**config.mk**
```make
export PLATFORM = sky130hd
export DESIGN_NAME = jrl_ram
export DESIGN_NICKNAME = d
export VERILOG_FILES = /design/src/rtl/job_resource_ledger_top_assert.svh /design/src/rtl/jrl_ram.sv
export SDC_FILE = /design/constraint.sdc
export NUM_CORES = 1
export LEC_CHECK = 0
export BUFFER_PORTS_ARGS = -buffer_cell sky130_fd_sc_hd__buf_2
export CORE_MARGIN = 2
export CORE_UTILIZATION = 45
export DETAILED_ROUTE_END_ITERATION = 6
export PLACE_DENSITY = 0.61
export REMOVE_ABC_BUFFERS = 1
export SYNTH_ARGS = -nofsm -noshare
export SYNTH_HDL_FRONTEND = slang
export SYNTH_SLANG_ARGS = --single-unit
```
**constraint.sdc**
```tcl
create_clock -name clk_i -period 2.95 [get_ports clk_i]
set_clock_uncertainty 0.1 [all_clocks]
set_input_delay 0.59 -clock clk_i [delete_from_list [all_inputs] [get_ports clk_i]]
set_output_delay 0.59 -clock clk_i [all_outputs]
set_load 0.05 [all_outputs]
```
**src/rtl/job_resource_ledger_top_assert.svh**
```systemverilog
// Assertion macros for the job resource ledger.
`ifndef JOB_RESOURCE_LEDGER_TOP_ASSERT_SVH
`define JOB_RESOURCE_LEDGER_TOP_ASSERT_SVH
// Implication checked on every clock edge outside reset.
`define JRL_ASSERT_IMP(label, clk, rst_n, ante, cons) \
  label: assert property (@(posedge clk) disable iff (!rst_n) (ante) |-> (cons)) \
    else $error("assertion failed");
// Next-cycle implication.
`define JRL_ASSERT_NXT(label, clk, rst_n, ante, cons) \
  label: assert property (@(posedge clk) disable iff (!rst_n) (ante) |=> (cons)) \
    else $error("assertion failed");
`endif

```
**src/rtl/jrl_ram.sv**
```systemverilog
// Generic single-port-write, single-read RAM with registered read data.
`timescale 1ns / 1ps
`default_nettype none
module jrl_ram #(
  parameter int unsigned WIDTH = 8,
  parameter int unsigned DEPTH = 64
) (
  input  wire logic                     clk_i,
  input  wire logic                     we_i,
  input  wire logic [$clog2(DEPTH)-1:0] waddr_i,
  input  wire logic [WIDTH-1:0]         wdata_i,
  input  wire logic [$clog2(DEPTH)-1:0] raddr_i,
  output logic      [WIDTH-1:0]         rdata_o
);
  logic [WIDTH-1:0] mem [DEPTH];
  always_ff @(posedge clk_i) begin
    if (we_i) begin
      mem[waddr_i] <= wdata_i;
    end
    rdata_o <= mem[raddr_i];
  end
endmodule
`default_nettype wire
```
==> run summary <==
status - finished, final reports clean
TritonCTS clock tree - built
die width - 215.7 um
YS warnings - 0
WP buf/inv - 2
Max clock buf depth - 3
final worst path period need - 2519 ps
area overhead of the layout relative to synthesis - 16.42%
async set-reset flop share out of synthesis - 0
VDD IR-drop max - 0.0004706 V
Worst Hold Class - in2reg
die area - 46520 um2
Post-synth top cells - edfxtp_1 (512), mux4_2 (126), nor2_1 (83), mux2i_1 (23), nand2_1 (19)
f_max - 397.1 MHz
largest net degree at the start of global routing - 65
ys flop type - edfxtp_1
Cells after DPL - 1631
Initial Utilization - 0.4560
PortBufs - 29
wirelength, routed - 45.43 mm
Die Y - 215.7 um
post-synthesis register bit count - 520
sequential share of the synthesized area - 0.7703
final hold slack - 359.9 ps
design area - 23480 um2
Setup Buffers After CTS - 0
core area - 44220 um2
share of layout cells above drive strength 1 - 0.3201
Most common cell on crit path - mux4_2
post-synth top area share - 0.7624
clk_lat worst skew - 590 ps
Detail Route Antenna Nets - 0
drt drc - 0
Post-synth EDFFs - 512
top area cells in the synthesized netlist - edfxtp_1 (76%), mux4_2 (14%), nor2_1 (1.5%)
CP Launch Type - input port
CP Data Arrival Time - 2860 ps
kind of cell adding the most delay to the critical path - multiplexers
top-level I/O count - 30
clock sinks - 520
CP max stage delay - 550 ps
post-synth top area cell - edfxtp_1
most common cell in the netlist - edfxtp_1
CP cell instances - clkbuf_8, buf_12, mux4_2, mux4_2, o21ai_0, nand2_1
CP max-delay cell - mux4_2
critical path type - in2reg
CP endpoint kind - register
Required @ worst endpoint - 3290 ps
DR vias/cell - 5.685
Syn Area/Cell - 21.45 um2
DR vias - 9813
Slew HR - 0.4815
vias in the first global route - 10.04k
Syn Std Cell Area - 20170 um2
total CTS buffers - 53
final hold viol count - 0
worst slew pin tran - 774.9 ps
FP Rows - 77
Detailed Place HPWL - 28.93 mm
Layout Nets - 1116
Post-CTS Resized - 0
crit path max fanout - 25
final setup vio count - 0
first-pass GRT wire length - 67.31 mm
RePlAce Congestion - 0.8389
GRT Util Overall - 0.1998
maxcap violations - 0
CTS H-Tree Depth - 2
Avg WL per Cell - 26.32 um
power per cell area - 662.0 nW/um2
Yosys cell types - 40
post-cts hold buffer count - 0
initial antenna violation count - 3
RSZ-0062 raised after global routing - false
Leak Pwr - 0.007573 uW
Fill cells - 3445
Cell Count, Final, Fillers Out - 1726
period utilization - 0.8538
Clock Tree Root - clkbuf_16
diode count - 0
initial DRC count - 997
Final Slew Violations - 0
drt first pass iters - 5
Placed Area - 21780 um2
total gr overflow - 0
Gate Count Post-Synth - 940
clock transition at the registers of the reported paths - 60 ps
per-layer routing:
| layer | part of all wire | global-route usage | vias to the layer above |
|---|---|---|---|
| met4 | 0.021 | 0.05471 | 0 |
| met1 | 0.43 | 0.2858 | 5191 |
| met2 | 0.49 | 0.3195 | 323 |
| li1 | - | - | 4234 |
| met3 | 0.062 | 0.03594 | 65 |
| met5 | 0 | 0 | - |
sequential cells by signal, summed over array words and instances (netlist names):
| name | cells |
|---|---|
| rdata_o | 8 |
| mem | 512 |
power breakdown:
part	internal (uW)	leakage [uW]	switching, uW
combinational	328	0.00207	527
sequential	8180	0.00467	29.8
clock	3820	0.000829	2660
total	12300	0.00757	3220
worst register-to-register path, cell delays in order, from the launching register on:
cell and delay (ps):
edfxtp_1 360, mux4_2 490, mux4_2 530, o21ai_0 410, nand2_1 130
cells in the final DEF (no fill, tap or decap), drive strengths merged, types with 2 or more instances in the layout:
master	instances
bufinv	2
nand4	2
o2bb2ai	3
nand3b	3
nor3	7
nand2	19
mux4	126
o32ai	2
o22ai	8
nand2b	7
edfxtp	512
a22oi	3
o21ai	4
mux2i	23
a211oi	4
buf	149
clkbuf	82
o221ai	8
nor2	83
mux2	13
o41ai	2
a2111oi	2
a21oi	3
o2111ai	3
nor2b	14
clkinv	12
nand3	13
o221a	2
a221oi	6
dfxtp	8
o21a	2
nor4	2
final cells by class:
cell class | count | area, um2 | share of cell area
sequential | 520 | 15530 | 0.6617
clock inverter | 14 | 121.4 | 0.005169
clock buffer | 81 | 1573 | 0.06699
tap | 592 | 740.7 | 0.03155
timing repair buffer | 150 | 1192 | 0.05079
multi-input combinational | 369 | 4315 | 0.1838
final timing paths:
kind	start	end	slack (ps)	cells after the start
hold / removal	raddr_i[5]	rdata_o[1]	360	3
hold reg to reg	mem[31][4]	rdata_o[4]	720	3
setup / recovery	raddr_i[0]	rdata_o[7]	430	6
setup reg to reg	mem[35][7]	rdata_o[7]	770	4
cells by family (layout without fill, tap and decap cells):
logic type	after synthesis	count (layout)	share of synthesized area
AOI/OAI and AO/OA	54	54	0.02072
buffers and inverters	51	245	0.01570
DFF	520	520	0.7703
muxes	162	162	0.1594
and+or+nand+nor	153	153	0.03387
per-stage QoR:
stage	util	setup WS (ps)	power [uW]	TNS, ps
2_1_floorplan	-	898.6	8714	0
5_1_grt	0.5309	377.8	16040	0
3_5_place_dp	0.4926	-180.1	9232	-180.1
6_report	0.5309	431.4	15540	0
3_3_place_gp	0.4926	-176.6	9221	-176.6
4_1_cts	0.5309	438.3	15710	0
No activity file was read; power rests on OpenSTA's default activity.
